**config.mk**
```make
export PLATFORM = sky130hd
export DESIGN_NAME = sha256_block_compression_top
export DESIGN_NICKNAME = d
export VERILOG_FILES = /design/src/sv/sha256_pkg.sv /design/src/sv/sha256_ctrl.sv /design/src/sv/sha256_dp.sv /design/src/sv/sha256_block_compression_top.sv
export SDC_FILE = /design/constraint.sdc
export NUM_CORES = 2
export LEC_CHECK = 0
export BUFFER_PORTS_ARGS = -buffer_cell sky130_fd_sc_hd__buf_4
export CAP_MARGIN = 40
export CORE_MARGIN = 3
export CORE_UTILIZATION = 53
export CTS_CLUSTER_SIZE = 30
export DETAILED_ROUTE_END_ITERATION = 6
export GPL_ROUTABILITY_DRIVEN = 0
export HOLD_SLACK_MARGIN = 0.06
export PLACE_DENSITY = 0.73
export SYNTH_ARGS = -nofsm -noshare
export SYNTH_HDL_FRONTEND = slang
export SYNTH_HIERARCHICAL = 1
export SYNTH_SLANG_ARGS = --single-unit
```
**constraint.sdc**
```tcl
create_clock -name clk_i -period 19.7 [get_ports clk_i]
set_input_delay 4.925 -clock clk_i [delete_from_list [all_inputs] [get_ports clk_i]]
set_output_delay 4.925 -clock clk_i [all_outputs]
set_load 0.005 [all_outputs]
```
**src/sv/sha256_pkg.sv**
```systemverilog
`timescale 1ns / 1ps
package sha256_pkg;

  localparam int unsigned WordW      = 32;
  localparam int unsigned BlockWords = 16;
  localparam int unsigned Rounds     = 64;
  localparam int unsigned DigWords   = 8;

  localparam int unsigned CntW   = $clog2(BlockWords);
  localparam int unsigned RoundW = $clog2(Rounds);
  localparam int unsigned DigW   = $clog2(DigWords);

  localparam logic [CntW-1:0]   LastWordCnt  = CntW'(BlockWords - 1);
  localparam logic [RoundW-1:0] LastRound    = RoundW'(Rounds - 1);
  localparam logic [DigW-1:0]   LastDigIdx   = DigW'(DigWords - 1);

  // round constants
  localparam logic [WordW-1:0] RoundK [Rounds] = '{
    32'h428a2f98, 32'h71374491, 32'hb5c0fbcf, 32'he9b5dba5,
    32'h3956c25b, 32'h59f111f1, 32'h923f82a4, 32'hab1c5ed5,
    32'hd807aa98, 32'h12835b01, 32'h243185be, 32'h550c7dc3,
    32'h72be5d74, 32'h80deb1fe, 32'h9bdc06a7, 32'hc19bf174,
    32'he49b69c1, 32'hefbe4786, 32'h0fc19dc6, 32'h240ca1cc,
    32'h2de92c6f, 32'h4a7484aa, 32'h5cb0a9dc, 32'h76f988da,
    32'h983e5152, 32'ha831c66d, 32'hb00327c8, 32'hbf597fc7,
    32'hc6e00bf3, 32'hd5a79147, 32'h06ca6351, 32'h14292967,
    32'h27b70a85, 32'h2e1b2138, 32'h4d2c6dfc, 32'h53380d13,
    32'h650a7354, 32'h766a0abb, 32'h81c2c92e, 32'h92722c85,
    32'ha2bfe8a1, 32'ha81a664b, 32'hc24b8b70, 32'hc76c51a3,
    32'hd192e819, 32'hd6990624, 32'hf40e3585, 32'h106aa070,
    32'h19a4c116, 32'h1e376c08, 32'h2748774c, 32'h34b0bcb5,
    32'h391c0cb3, 32'h4ed8aa4a, 32'h5b9cca4f, 32'h682e6ff3,
    32'h748f82ee, 32'h78a5636f, 32'h84c87814, 32'h8cc70208,
    32'h90befffa, 32'ha4506ceb, 32'hbef9a3f7, 32'hc67178f2
  };

  // initial hash value
  localparam logic [WordW-1:0] InitHash [DigWords] = '{
    32'h6a09e667, 32'hbb67ae85, 32'h3c6ef372, 32'ha54ff53a,
    32'h510e527f, 32'h9b05688c, 32'h1f83d9ab, 32'h5be0cd19
  };

  typedef struct packed {
    logic [WordW-1:0] message_word;
    logic             restart;
  } sha256_in_t;

  typedef struct packed {
    logic [WordW-1:0] digest_word;
    logic [DigW-1:0]  word_index;
    logic             last_word;
  } sha256_out_t;

  typedef enum logic [1:0] {
    ST_LOAD,
    ST_ROUND,
    ST_ADD,
    ST_OUT
  } sha256_state_e;

  // controller to datapath commands
  typedef struct packed {
    logic              take_word;
    logic              restart;
    logic              load_vars;
    logic              do_round;
    logic [RoundW-1:0] round_idx;
    logic              add_chain;
    logic [DigW-1:0]   out_idx;
  } sha256_cmd_t;

  function automatic logic [WordW-1:0] rotr(input logic [WordW-1:0] x, input int unsigned n);
    return (x >> n) | (x << (WordW - n));
  endfunction

  function automatic logic [WordW-1:0] small_sig0(input logic [WordW-1:0] x);
    return rotr(x, 7) ^ rotr(x, 18) ^ (x >> 3);
  endfunction

  function automatic logic [WordW-1:0] small_sig1(input logic [WordW-1:0] x);
    return rotr(x, 17) ^ rotr(x, 19) ^ (x >> 10);
  endfunction

  function automatic logic [WordW-1:0] big_sig0(input logic [WordW-1:0] x);
    return rotr(x, 2) ^ rotr(x, 13) ^ rotr(x, 22);
  endfunction

  function automatic logic [WordW-1:0] big_sig1(input logic [WordW-1:0] x);
    return rotr(x, 6) ^ rotr(x, 11) ^ rotr(x, 25);
  endfunction

endpackage

```
**src/sv/sha256_ctrl.sv**
```systemverilog
`timescale 1ns / 1ps
module sha256_ctrl import sha256_pkg::*; (
  input  logic        clk_i,
  input  logic        rst_ni,
  input  logic        in_valid_i,
  input  logic        in_restart_i,
  output logic        in_ready_o,
  output logic        out_valid_o,
  input  logic        out_ready_i,
  output sha256_cmd_t cmd_o
);

  sha256_state_e     state_q, state_d;
  logic [CntW-1:0]   cnt_q, cnt_d;
  logic [RoundW-1:0] rnd_q, rnd_d;
  logic [DigW-1:0]   oidx_q, oidx_d;
  logic              in_acc, out_acc, block_full;

  assign in_acc     = in_valid_i && (state_q == ST_LOAD);
  assign out_acc    = out_ready_i && (state_q == ST_OUT);
  // a restart request always opens a new block, so it can never complete one
  assign block_full = !in_restart_i && (cnt_q == LastWordCnt);

  // next state
  always_comb begin
    state_d = state_q;
    case (state_q)
      ST_LOAD: begin
        if (in_acc && block_full) state_d = ST_ROUND;
      end
      ST_ROUND: begin
        if (rnd_q == LastRound) state_d = ST_ADD;
      end
      ST_ADD: begin
        state_d = ST_OUT;
      end
      ST_OUT: begin
        if (out_acc && (oidx_q == LastDigIdx)) state_d = ST_LOAD;
      end
      default: begin
        state_d = ST_LOAD;
      end
    endcase
  end

  // counters
  always_comb begin
    cnt_d  = cnt_q;
    rnd_d  = rnd_q;
    oidx_d = oidx_q;
    if (in_acc) begin
      cnt_d = in_restart_i ? CntW'(1) : cnt_q + CntW'(1);
    end
    if (state_q == ST_ROUND) begin
      rnd_d = rnd_q + RoundW'(1);
    end
    if (out_acc) begin
      oidx_d = oidx_q + DigW'(1);
    end
  end

  // outputs
  always_comb begin
    in_ready_o      = 1'b0;
    out_valid_o     = 1'b0;
    cmd_o           = '0;
    cmd_o.round_idx = rnd_q;
    cmd_o.out_idx   = oidx_q;
    case (state_q)
      ST_LOAD: begin
        in_ready_o      = 1'b1;
        cmd_o.take_word = in_valid_i;
        cmd_o.restart   = in_valid_i && in_restart_i;
        cmd_o.load_vars = in_acc && block_full;
      end
      ST_ROUND: begin
        cmd_o.do_round = 1'b1;
      end
      ST_ADD: begin
        cmd_o.add_chain = 1'b1;
      end
      ST_OUT: begin
        out_valid_o = 1'b1;
      end
      default: begin
        in_ready_o = 1'b0;
      end
    endcase
  end

  always_ff @(posedge clk_i or negedge rst_ni) begin
    if (!rst_ni) begin
      state_q <= ST_LOAD;
      cnt_q   <= '0;
      rnd_q   <= '0;
      oidx_q  <= '0;
    end else begin
      state_q <= state_d;
      cnt_q   <= cnt_d;
      rnd_q   <= rnd_d;
      oidx_q  <= oidx_d;
    end
  end

endmodule

```
**src/sv/sha256_dp.sv**
```systemverilog
`timescale 1ns / 1ps
module sha256_dp import sha256_pkg::*; (
  input  logic             clk_i,
  input  logic             rst_ni,
  input  sha256_cmd_t      cmd_i,
  input  logic [WordW-1:0] word_i,
  output sha256_out_t      out_o
);

  logic [WordW-1:0] chain_q [DigWords];
  logic [WordW-1:0] win_q   [BlockWords];
  logic [WordW-1:0] vars_q  [DigWords];
  logic [WordW-1:0] w_next, t1, t2, ch, maj;

  // schedule expansion from fixed taps of the shift line
  assign w_next = small_sig1(win_q[14]) + win_q[9] + small_sig0(win_q[1]) + win_q[0];

  // one compression round
  assign ch  = (vars_q[4] & vars_q[5]) ^ (~vars_q[4] & vars_q[6]);
  assign maj = (vars_q[0] & vars_q[1]) ^ (vars_q[0] & vars_q[2]) ^ (vars_q[1] & vars_q[2]);
  assign t1  = vars_q[7] + big_sig1(vars_q[4]) + ch + win_q[0] + RoundK[cmd_i.round_idx];
  assign t2  = big_sig0(vars_q[0]) + maj;

  // chaining value
  always_ff @(posedge clk_i or negedge rst_ni) begin
    if (!rst_ni) begin
      for (int i = 0; i < DigWords; i++) chain_q[i] <= InitHash[i];
    end else if (cmd_i.restart) begin
      for (int i = 0; i < DigWords; i++) chain_q[i] <= InitHash[i];
    end else if (cmd_i.add_chain) begin
      for (int i = 0; i < DigWords; i++) chain_q[i] <= chain_q[i] + vars_q[i];
    end
  end

  // schedule window, oldest word at the bottom
  always_ff @(posedge clk_i) begin
    if (cmd_i.take_word || cmd_i.do_round) begin
      for (int i = 0; i < BlockWords - 1; i++) win_q[i] <= win_q[i+1];
      win_q[BlockWords-1] <= cmd_i.do_round ? w_next : word_i;
    end
  end

  // working variables
  always_ff @(posedge clk_i) begin
    if (cmd_i.load_vars) begin
      for (int i = 0; i < DigWords; i++) vars_q[i] <= chain_q[i];
    end else if (cmd_i.do_round) begin
      vars_q[7] <= vars_q[6];
      vars_q[6] <= vars_q[5];
      vars_q[5] <= vars_q[4];
      vars_q[4] <= vars_q[3] + t1;
      vars_q[3] <= vars_q[2];
      vars_q[2] <= vars_q[1];
      vars_q[1] <= vars_q[0];
      vars_q[0] <= t1 + t2;
    end
  end

  // result word selection
  assign out_o.digest_word = chain_q[cmd_i.out_idx];
  assign out_o.word_index  = cmd_i.out_idx;
  assign out_o.last_word   = (cmd_i.out_idx == LastDigIdx);

endmodule

```
**src/sv/sha256_block_compression_top.sv**
```systemverilog
`timescale 1ns / 1ps
// after the sixteenth word request, the rounds and then the add step run; the first
// digest word is offered; eight words follow one per cycle while the sink is ready
// no new block is taken until all eight digest words are handed over;
// rounds run on the single round unit, one round per cycle
// reset: chaining value returns to the initial hash, word and round counts to zero
module sha256_block_compression_top import sha256_pkg::*; (
  input  logic        clk_i,
  input  logic        rst_ni,
  input  logic        in_valid_i,
  output logic        in_ready_o,
  input  sha256_in_t  in_req_i,
  output logic        out_valid_o,
  input  logic        out_ready_i,
  output sha256_out_t out_req_o
);

  sha256_cmd_t cmd;

  // sequencer
  sha256_ctrl u_ctrl (
    .clk_i        (clk_i),
    .rst_ni       (rst_ni),
    .in_valid_i   (in_valid_i),
    .in_restart_i (in_req_i.restart),
    .in_ready_o   (in_ready_o),
    .out_valid_o  (out_valid_o),
    .out_ready_i  (out_ready_i),
    .cmd_o        (cmd)
  );

  // hash datapath
  sha256_dp u_dp (
    .clk_i  (clk_i),
    .rst_ni (rst_ni),
    .cmd_i  (cmd),
    .word_i (in_req_i.message_word),
    .out_o  (out_req_o)
  );

  // input and output never open together
  assert property (@(posedge clk_i) disable iff (!rst_ni)
    !(in_ready_o && out_valid_o))
    else $error("input and output both active");

  // last digest word handed over returns the block to loading
  assert property (@(posedge clk_i) disable iff (!rst_ni)
    (out_valid_o && out_ready_i && out_req_o.last_word) |=> in_ready_o)
    else $error("not back to loading after last digest word");

  // a handed-over digest word that is not last is followed by the next index
  assert property (@(posedge clk_i) disable iff (!rst_ni)
    (out_valid_o && out_ready_i && !out_req_o.last_word) |=>
      (out_valid_o && (out_req_o.word_index == $past(out_req_o.word_index) + DigW'(1))))
    else $error("digest word order broken");

  // last flag only on the final index
  assert property (@(posedge clk_i) disable iff (!rst_ni)
    out_valid_o |-> (out_req_o.last_word == (out_req_o.word_index == LastDigIdx)))
    else $error("last flag mismatch");

endmodule

```
==> flow_metrics.py <==
metrics = {
    "run_status": {
        "status": "finished clean",
    },
    "clock_network": {
        "cts_hold_buffers": 0,
        "post_cts_buffers": 0,
        "htreeDepth": 3,
        "cts_resized": 0,
        "cts_buffer_depth": 3,
        "clock-sinks": 1039,
        "cts_tree": "built",
        "root_buffer": "clkbuf_16",
        "cts_inserted_buffers": 109,
        "clock_latency_ns": 0.79,
        "clk_pin_slew_ns": 0.06,
    },
    "floorplan": {
        "dieArea_um2": 131000,
        "rows": 130,
        "dieHeight_um": 362,
        "core_um2": 126000,
        "start_util_pct": 53.5,
        "die_width_um": 362,
        "num_io_pins": 75,
    },
    "placed_design": {
        "port_buffers": 74,
        "place_hpwl_um": 146000,
        "place_ws_ns": 10.03,
        "post-place-cells": 7875,
    },
    "cells_and_area": {
        "layout.nets": 6968,
        "nFillCells": 10200,
        "stdcell_count": 8080,
        "syn2layout_area_growth_pct": 8.84,
        "final_cell_mix": "nand2_1 (962), edfxtp_1 (768), ha_1 (398)",
        "final_common_cell": "nand2_1",
        "final_core_util_pct": 58.2,
        "final_layout_size_suffix_gt1_share_pct": 10.3,
    },
    "timing": {
        "rsz0062_at_grt": "no",
        "hold_violations": 0,
        "fin_crit_ns": 10.15,
        "fin_setup_tns_ns": 0,
        "worst_pin_slew_ns": 1.09,
        "fin_ws_ns": 9.55,
        "max_freq_ghz": 0.0985,
        "min_period_over_period_pct": 51.5,
        "setup_violations": 0,
        "drv_slew": 0,
        "max_slew_margin_pct": 27.2,
        "fin_worst_skew_ns": 0.0692,
    },
    "global_route": {
        "grt_use_met2_pct": 44.4,
        "met1_usage_pct": 42.3,
        "grt_use_total_pct": 30.1,
        "busiest_layer": "met2",
        "antenna_found_initial": 6,
        "grt_max_degree": 197,
        "overflow": 0,
        "grtUsageMet3_pct": 7.02,
        "grt_pass1_wl_um": 300000,
        "grt_pass1_vias": 48400,
    },
    "synth": {
        "postSynthAreaPerCell_um2": 10.5,
        "yosys_warnings": 6,
        "syn_inst": 6374,
        "synth.cell_area_um2": 67200,
        "async_reset_ff_share_pct": 26.1,
        "synth_nets": 7006,
        "yosysSeqAreaShare_pct": 44.7,
        "synth_edf_count": 768,
        "ys_ff_latch": 1039,
        "synth_cell_type_count": 98,
        "synth_ff_type": "edfxtp_1",
    },
    "power": {
        "power.share.clock_pct": 47.8,
        "leakage_nw": 29.9,
        "switching_share_pct": 20.8,
        "p_seq_share_pct": 51.8,
        "p_comb_share_pct": 0.4,
        "p_per_area_nw_per_um2": 61.4,
        "p_sw_mw": 0.935,
        "p_int_mw": 3.56,
        "power_mw": 4.49,
        "ir_worst_vdd_mv": 0.0706,
    },
    "critical_path": {
        "worst-path-max-fanout": 14,
        "critPathKind": "flip-flop to flip-flop",
        "crit_slowest_cell": "a2111oi_0",
        "slowest_delay_ns": 0.69,
        "endpoint_kind": "flip-flop",
        "crit_arrival_ns": 10.58,
        "crit_top_cell": "a21oi_1",
        "worstPathRequired_ns": 20.13,
        "startpoint_type": "flip-flop",
    },
    "drt": {
        "finalWirelength_um": 200000,
        "wl_per_cell_um": 24.8,
        "vias_per_cell": 6.37,
        "drtPass1Iterations": 7,
        "vias": 51500,
        "drt-initial-drc-count": 7087,
        "drc": 0,
        "ant_nets": 0,
    },
    "job": {
        "maxCapViolations": 0,
    },
    "min_path": {
        "worstHoldPathType": "flip-flop to flip-flop",
    },
}
flip-flops by register name, summed over array words and instances (netlist names):
signal / flops
u_ctrl/oidx_q: 3
u_ctrl/rnd_q: 6
u_dp/win_q: 512
u_dp/vars_q: 256
u_ctrl/state_q: 2
u_dp/chain_q: 256
u_ctrl/cnt_q: 4
Yosys cell counts (95+ instances only):
| library cell | count | area share (%) |
|---|---|---|
| a21o_1 | 216 | 2.4 |
| a21oi_1 | 391 | 2.9 |
| clkbuf_1 | 249 | 1.4 |
| dfrtp_1 | 135 | 5.0 |
| dfstp_2 | 136 | 5.3 |
| edfxtp_1 | 768 | 34 |
| fa_1 | 195 | 5.8 |
| ha_1 | 400 | 7.4 |
| inv_1 | 314 | 1.8 |
| mux2i_1 | 95 | 1.4 |
| nand2_1 | 963 | 5.4 |
| nor2_1 | 376 | 2.1 |
| o21ai_0 | 359 | 2.7 |
| xnor2_1 | 387 | 5.0 |
| xor2_1 | 187 | 2.4 |
final cells by class:
cell class / count / area [um2] / share of cell area, %
multi-input combinational: 4729 / 35000 / 47.8
sequential: 1039 / 30000 / 41.1
clock buffer: 141 / 2920 / 3.99
tap: 1650 / 2060 / 2.82
inverter: 317 / 1190 / 1.63
timing repair buffer: 140 / 1180 / 1.61
clock inverter: 63 / 806 / 1.10
antenna: 1 / 2.50 / 0.00342
final timing paths:
| path | start | end | slack (ns) | cells after the start |
|---|---|---|---|---|
| min in group asynchronous | rst_ni | u_dp/chain_q[196] | 4.22 | 1 |
| worst min-delay path | u_dp/win_q[3][23] | u_dp/win_q[2][119] | 0.39 | 0 |
| worst max-delay path | u_ctrl/rnd_q[1] | u_dp/vars_q[0][31] | 9.55 | 35 |
| worst max register to register | u_ctrl/rnd_q[1] | u_dp/vars_q[0][31] | 9.55 | 35 |
| worst min register to register | u_dp/win_q[3][23] | u_dp/win_q[2][119] | 0.39 | 0 |
| max in group asynchronous | rst_ni | u_dp/chain_q[122] | 13.38 | 3 |
through the flow:
step | hold slack [ns] | area, um2
2_1_floorplan | 0.400 | 67200
5_1_grt | 0.409 | 73200
3_3_place_gp | 0.400 | 69300
4_1_cts | 0.399 | 73200
6_report | 0.393 | 73200
3_5_place_dp | 0.405 | 69400
power groups by stage:
stage	Combinational [mW]	Sequential, mW	Clock [mW]
after floorplan	0.000269	2.37	0
after global placement	0.0209	2.37	0
after detailed placement	0.0208	2.37	0
after CTS	0.0208	2.33	2.18
after global routing	0.0223	2.33	2.26
final	0.0200	2.33	2.15
critical path, delay by kind of cell, from the launching register on:
| kind | cells | cell delay, ns |
|---|---|---|
| adder cells (fa/ha/maj) | 7 | 3.05 |
| flip-flops | 1 | 0.34 |
| XOR/XNOR | 2 | 0.55 |
| buffers and inverters | 4 | 0.58 |
| AO/OA/AOI/OAI | 17 | 4.03 |
| AND/OR/NAND/NOR | 5 | 1.27 |
layer usage:
layer | vias up | wire [um]
met4 | 2 | 11100
met5 | - | 11
met3 | 616 | 22600
met2 | 3098 | 85900
li1 | 22700 | -
met1 | 25100 | 80700
kinds of logic (layout without fill, tap and decap cells):
family                   after synthesis  count (layout)  synth area share [%]
AND/OR/NAND/NOR                     1809            1809                  11.6
AO/OA/AOI/OAI                       1492            1492                  14.2
flip-flops                          1039            1039                  44.7
buffers and inverters                606             661                  3.41
adder cells (fa/ha/maj)              598             598                  13.3
XOR/XNOR                             576             576                  7.55
multiplexers                         254             254                  5.28
other                                  0               1                     0
No activity file was read; power rests on OpenSTA's default activity.
